<file path="config.mk">
export PLATFORM = sky130hd
export DESIGN_NAME = sapf_hit_reduce
export DESIGN_NICKNAME = d
export VERILOG_FILES = /design/src/hw/rtl/source_address_port_filter_core_macros.svh /design/src/hw/rtl/sapf_pkg.sv /design/src/hw/rtl/sapf_hit_reduce.sv
export SDC_FILE = /design/constraint.sdc
export NUM_CORES = 1
export LEC_CHECK = 0
export ABC_AREA = 1
export BUFFER_PORTS_ARGS = -buffer_cell sky130_fd_sc_hd__buf_4
export CORE_AREA = 2 2 57 59
export DETAILED_ROUTE_END_ITERATION = 16
export DIE_AREA = 0 0 59 61
export PLACE_DENSITY = 0.92
export SYNTH_ARGS = -nofsm -noshare
export SYNTH_HDL_FRONTEND = slang
export SYNTH_SLANG_ARGS = --single-unit
</file>
<file path="constraint.sdc">
create_clock -name clk -period 1.2 [get_ports clk]
set_clock_uncertainty 0.1 [all_clocks]
set_input_delay 0.06 -clock clk [delete_from_list [all_inputs] [get_ports clk]]
set_output_delay 0.06 -clock clk [all_outputs]
set_load 0.02 [all_outputs]
</file>
<file path="src/hw/rtl/source_address_port_filter_core_macros.svh">
// ----------------------------------------------------------------------------
// Source address / port filter - assertion macros
// Shared property wrappers, clocked on clk and disabled while in reset.
// ----------------------------------------------------------------------------
`ifndef SOURCE_ADDRESS_PORT_FILTER_CORE_MACROS_SVH
`define SOURCE_ADDRESS_PORT_FILTER_CORE_MACROS_SVH

// same-cycle implication
`define SAPF_ASSERT_NOW(lbl, ante, cons, msg) \
  lbl: assert property (@(posedge clk) disable iff (!rst_n) (ante) |-> (cons)) \
    else $error(msg);

// next-cycle implication
`define SAPF_ASSERT_NEXT(lbl, ante, cons, msg) \
  lbl: assert property (@(posedge clk) disable iff (!rst_n) (ante) |=> (cons)) \
    else $error(msg);

`endif

</file>
<file path="src/hw/rtl/sapf_pkg.sv">
// ----------------------------------------------------------------------------
// Source address / port filter - package
// Sizes, codes and shared types of the filter pipeline.
// ----------------------------------------------------------------------------
package sapf_pkg;

  localparam int MAX_RULES   = 128;
  localparam int RULE_IDX_W  = $clog2(MAX_RULES);
  localparam int CNT_W       = $clog2(MAX_RULES + 1);
  localparam int GROUP_W     = 16;
  localparam int N_GROUPS    = MAX_RULES / GROUP_W;

  localparam int FUNC_W      = 1;
  localparam int PROTO_W     = 8;
  localparam int ADDR_W      = 32;
  localparam int PORT_W      = 16;
  localparam int ENTRY_IDX_W = 7;
  localparam int MODE_W      = 2;
  localparam int CFG_DATA_W  = 8;
  localparam int CFG_IDX_W   = 1;

  localparam logic [FUNC_W-1:0]    FUNC_CLASSIFY = 1'b0;
  localparam logic [FUNC_W-1:0]    FUNC_WRITE    = 1'b1;

  localparam logic [PROTO_W-1:0]   PROTO_TCP     = 8'd6;
  localparam logic [PROTO_W-1:0]   PROTO_UDP     = 8'd17;

  localparam logic [MODE_W-1:0]    MODE_BLOCK    = 2'd0;
  localparam logic [MODE_W-1:0]    MODE_ALLOW    = 2'd1;
  localparam logic [MODE_W-1:0]    MODE_OFF      = 2'd2;

  localparam logic [CFG_IDX_W-1:0] CFG_IDX_MODE  = 1'b0;
  localparam logic [CFG_IDX_W-1:0] CFG_IDX_COUNT = 1'b1;

  // per-stage control travelling with each word
  typedef struct packed {
    logic vld;    // stage holds a word
    logic wr;     // rule write word (no result)
    logic is_ip;  // word carrying TCP or UDP
  } ctl_t;

endpackage

</file>
<file path="src/hw/rtl/sapf_hit_reduce.sv">
// ----------------------------------------------------------------------------
// Source address / port filter - hit reduction
// First level of the hit OR tree, one bit per group of rule slots.
// ----------------------------------------------------------------------------
module sapf_hit_reduce (
  input  logic                                clk,
  input  logic                                rst_n,
  input  logic                                adv,
  input  sapf_pkg::ctl_t                      s2_ctl,
  input  logic [sapf_pkg::MAX_RULES-1:0]      hit,
  output sapf_pkg::ctl_t                      s3_ctl_r,
  output logic [sapf_pkg::N_GROUPS-1:0]       grp_r
);

  logic [sapf_pkg::N_GROUPS-1:0] grp_nxt;

  for (genvar g = 0; g < sapf_pkg::N_GROUPS; g++) begin : g_grp
    assign grp_nxt[g] = |hit[g*sapf_pkg::GROUP_W +: sapf_pkg::GROUP_W];
  end

  always_ff @(posedge clk) begin
    if (!rst_n) begin
      s3_ctl_r <= '0;
    end else if (adv) begin
      s3_ctl_r <= s2_ctl;
    end
  end

  always_ff @(posedge clk) begin
    if (adv) begin
      grp_r <= grp_nxt;
    end
  end

endmodule
</file>
; Yosys cells after proc, flatten, opt, wreduce, memory -nomap -nowiden
; Cells that the tools add are included.
[classes]
addsub = 0
n_mul = 0
div = 0
order_cmp = 0
eq_ne = 0
shifts = 0
n_mux = 0
n_bitwise = 0
n_reduce_logical = 8
[ops]
columns = cell, n
row1 = OR reduction 16 bit, 8
[totals]
register_bits = 11
latchBits = 0
mem_bits_rw = 0
romBits = 0
word_cells = 12
n_memories = 0

; Logic depth before layout (Yosys ltp)
[logic_depth]
word_depth = 1
depth_mapped = 4
mapped_depth_nobuf = 4

; Worst setup path after synthesis
; Ideal clock, no wire load.
[synth_path]
path_type = reg-to-reg
startpoint = register s3_ctl_r[0] (netlist name)
endpoint = register s3_ctl_r[0] in the netlist's numbering
t_arrival_ps = 560
path_slack_ps = 424
stages_incl_launch_ff = 3
n_path_buf = 0
cell_sequence = dfxtp_1 -> o21ai_0 -> nor2_1
[synth_rtl]
columns = element, line_no
row1 = "end signal, assigned", sapf_hit_reduce.sv:25  ; s3_ctl_r <= s2_ctl;
row2 = "end, declared", sapf_hit_reduce.sv:11  ; output sapf_pkg::ctl_t s3_ctl_r,

; Worst setup path after layout
[layout_path]
startpoint = register grp_r[7] in the netlist's numbering
endpoint = output port grp_r[7] in the netlist's numbering
[layout_rtl]
columns = element, line_no
row1 = "start, declared", sapf_hit_reduce.sv:12  ; output logic [sapf_pkg::N_GROUPS-1:0] grp_r
row2 = "start signal, assigned", sapf_hit_reduce.sv:31  ; grp_r <= grp_nxt;
; No word-level cell between the ends.

==> Flow_metrics.wiki <==
{| class="wikitable"
! Metric !! Value
|-
| Core footprint || 2953 µm²
|-
| Count of different cell masters after synthesis || 6
|-
| Number of hold violations in the final report || 0
|-
| Highest routed metal layer || met4
|-
| DRC marker count from the first detailed-route iteration || 30
|-
| Overall die height || 61 µm
|-
| Slowest cell on the critical path || sky130_fd_sc_hd__edfxtp_1
|-
| Category of cells accounting for the largest share of critical-path delay || flip-flops
|-
| Rows || 20
|-
| Crit-path cells || buf_4
|-
| Cell count along the critical path || 1
|-
| Number of cells on the worst hold path || 1
|-
| Min-Delay Path Class || in2reg
|-
| # diodes || 0
|-
| Instance count of the mapped netlist || 141
|-
| Largest net degree at the start of global routing || 13
|-
| Wire length per cell || 9.347 µm
|-
| Share of post-route cells with drive strength above 1 || 0.5017
|-
| Full die area || 3599 µm²
|-
| Top Ports || 145
|-
| Reg2reg setup slack || 0.48 ns
|-
| Number of clock sinks || 11
|-
| First-pass iteration count of the detailed router || 4
|-
| Setup repair after global routing missed its margin || false
|-
| Crit-path max cell delay || 0.37 ns
|-
| X dimension of the die || 59 µm
|-
| Max cap viols || 0
|-
| Wire length on met1 || 931 µm
|-
| Average cell area after synthesis || 5.617 µm²
|-
| TritonCTS clock tree || done
|-
| Critical path startpoint category || register
|-
| Slew Limit Headroom || 0.9082
|-
| Worst R2R Path Depth || 2
|-
| GPL Wtd Cong || 0.6983
|-
| Detailed Route WL || 3047 µm
|-
| Post-Synthesis Cell Area || 792.0 µm²
|-
| DRT antenna net count || 0
|-
| Clk slew on worst S/H paths || 0.07 ns
|-
| Grt total ovfl || 0
|-
| Post-synthesis to final-layout area growth || 150.1%
|-
| Clock Tree Root || sky130_fd_sc_hd__clkbuf_4
|-
| Final hold slack || 0.009181 ns
|-
| Total via count in the routed design || 1362
|-
| Buffers added on ports || 144
|-
| Endpoints failing setup || 0
|-
| Maximum root-to-sink buffer count || 2
|-
| Post-layout min period || 0.9557 ns
|-
| Commonest non-fill, non-tap cells in the layout || 144 x sky130_fd_sc_hd__buf_4, 86 x sky130_fd_sc_hd__nor2_1, 40 x sky130_fd_sc_hd__nand2_1, 8 x sky130_fd_sc_hd__edfxtp_1, 4 x sky130_fd_sc_hd__dlygate4sd3_1
|-
| Maximum resistive drop on vdd || 0.3350 mV
|-
| Portion of the clock cycle consumed by the worst path in the final layout || 0.7964
|-
| Endpoint of the most critical register-to-register path || s3_ctl_r[0]
|-
| Number of antenna violations at the first check in global routing || 0
|-
| Estimated wirelength of the detail-placed design || 2732 µm
|-
| GR Util All Layers || 0.1707
|-
| Remaining design rule violation count || 0
|-
| # fillers || 260
|-
| Post-CTS setup buffer count || 0
|-
| Effective utilization at floorplan || 0.2682
|-
| Via count of the first global-routing pass || 1248
|-
| Critical Path Sink Type || output port
|-
| Startpoint of the most critical register-to-register path || s3_ctl_r[0]
|-
| Number of buffers and inverters on the critical path || 1
|-
| Destination of the critical timing path || grp_r[7]
|-
| Total power divided by cell area || 580.6 nW/µm²
|-
| Sequential share of the synthesized area || 0.3791
|-
| Launch instance of the worst min-delay path || adv
|-
| Arrival time at the worst endpoint || 0.80 ns
|-
| Run status || finished clean
|-
| Crit path kind || reg2out
|-
| Detail-routed via count per cell || 4.178
|-
| Global-route wire length before repair || 4623 µm
|-
| Setup TNS Final || 0 ns
|-
| Clock buffers created by TritonCTS || 3
|-
| Critical Path Source || grp_r[7]
|-
| Post-Synthesis Net Count || 275
|-
| Count of final max-slew check failures || 0
|-
| Met3 wire len || 409 µm
|-
| Total power draw || 1.150 mW
|-
| Total number of yosys warnings || 0
|-
| Static power due to leakage || 1.009 nW
|-
| Synthesis-stage register bit count || 11
|-
| Required time at the worst-slack endpoint || 1.04 ns
|-
| Final #Nets || 428
|-
| Largest fanout on the critical path || 1
|-
| Sum of met2 wire segment lengths after detailed routing || 1667 µm
|-
| Maximum clock rate || 1.046 GHz
|-
| Most common library cell in the layout ignoring fill and taps || sky130_fd_sc_hd__buf_4
|-
| Pin slew with the least headroom to its limit || 0.1362 ns
|-
| Latest clock arrival within the worst-skew pair || 0.26 ns
|-
| H-tree levels || 1
|}
-- routing by layer --
metal  vias up  GRT usage
met5         -          0
met4         0    0.05519
met3         4    0.07463
met2        83     0.3540
met1       537     0.1412
li1        738          -
-- metrics by stage --
stage               cells  setup WS, ns  instance area (µm²)    util
floorplan             141        0.4242                792.0       -
global placement      318        0.3194                 1914  0.6483
global route          326        0.1938                 1981  0.6708
CTS                   326        0.2198                 1981  0.6708
detailed placement    318        0.3047                 1914  0.6483
finish                326        0.2443                 1981  0.6708
-- worst register-to-register path: cells and delay by family, from the launching register on --
family,cells,cell delay [ns]
and+or+nand+nor,1,0.06
DFF,1,0.31
AOI/OAI and AO/OA,1,0.15
-- timing repair --
action,4_1_cts,5_1_grt
endpoints found under the hold margin,3,0
resized for setup,0,0
hold buffers,4,0
setup endpoints to repair,0,0
-- synth_stat cells, drive strengths merged --
library cell / n / area (µm²)
dfxtp: 3 / 60.06
edfxtp: 8 / 240.2
inv: 1 / 3.750
nand2: 40 / 150.1
nor2: 86 / 322.8
o21ai: 3 / 15.01
-- final cells by class --
class	instances	area (µm²)	area share
sequential	11	300.3	0.1516
clock buffer	4	26.28	0.01327
timing repair buffer	148	1121	0.5660
multi-input combinational	129	488.0	0.2464
tap	33	41.29	0.02085
inverter	1	3.754	0.001895
-- how the worst min path moves through the flow --
stage,end,slack (ns)
after floorplan,grp_r[0],0.07
after global placement,s3_ctl_r[0],0.19
after detailed placement,s3_ctl_r[1],0.20
after CTS,grp_r[0],0.005
after global routing,grp_r[7],0.008
final,grp_r[7],0.009
-- state kept, by name (all words and copies together), names as in the netlist --
| register | cells |
|---|---|
| grp_r | 8 |
| s3_ctl_r | 3 |
-- cells by family (layout without fill, tap and decap cells) --
logic type	after synthesis	count (layout)	share of synthesized area
simple gates	126	126	0.5972
buf+inv	1	153	0.004735
compound gates	3	3	0.01895
flops	11	11	0.3791
-- where the power goes --
part | internal (mW) | switching, mW | total [mW] | leakage, nW
clock network | 0.128 | 0.111 | 0.240 | 0.0150
logic | 0.338 | 0.139 | 0.477 | 0.888
registers | 0.427 | 0.00693 | 0.434 | 0.106
total | 0.892 | 0.258 | 1.15 | 1.01
Power figures use the tool's default switching activity.
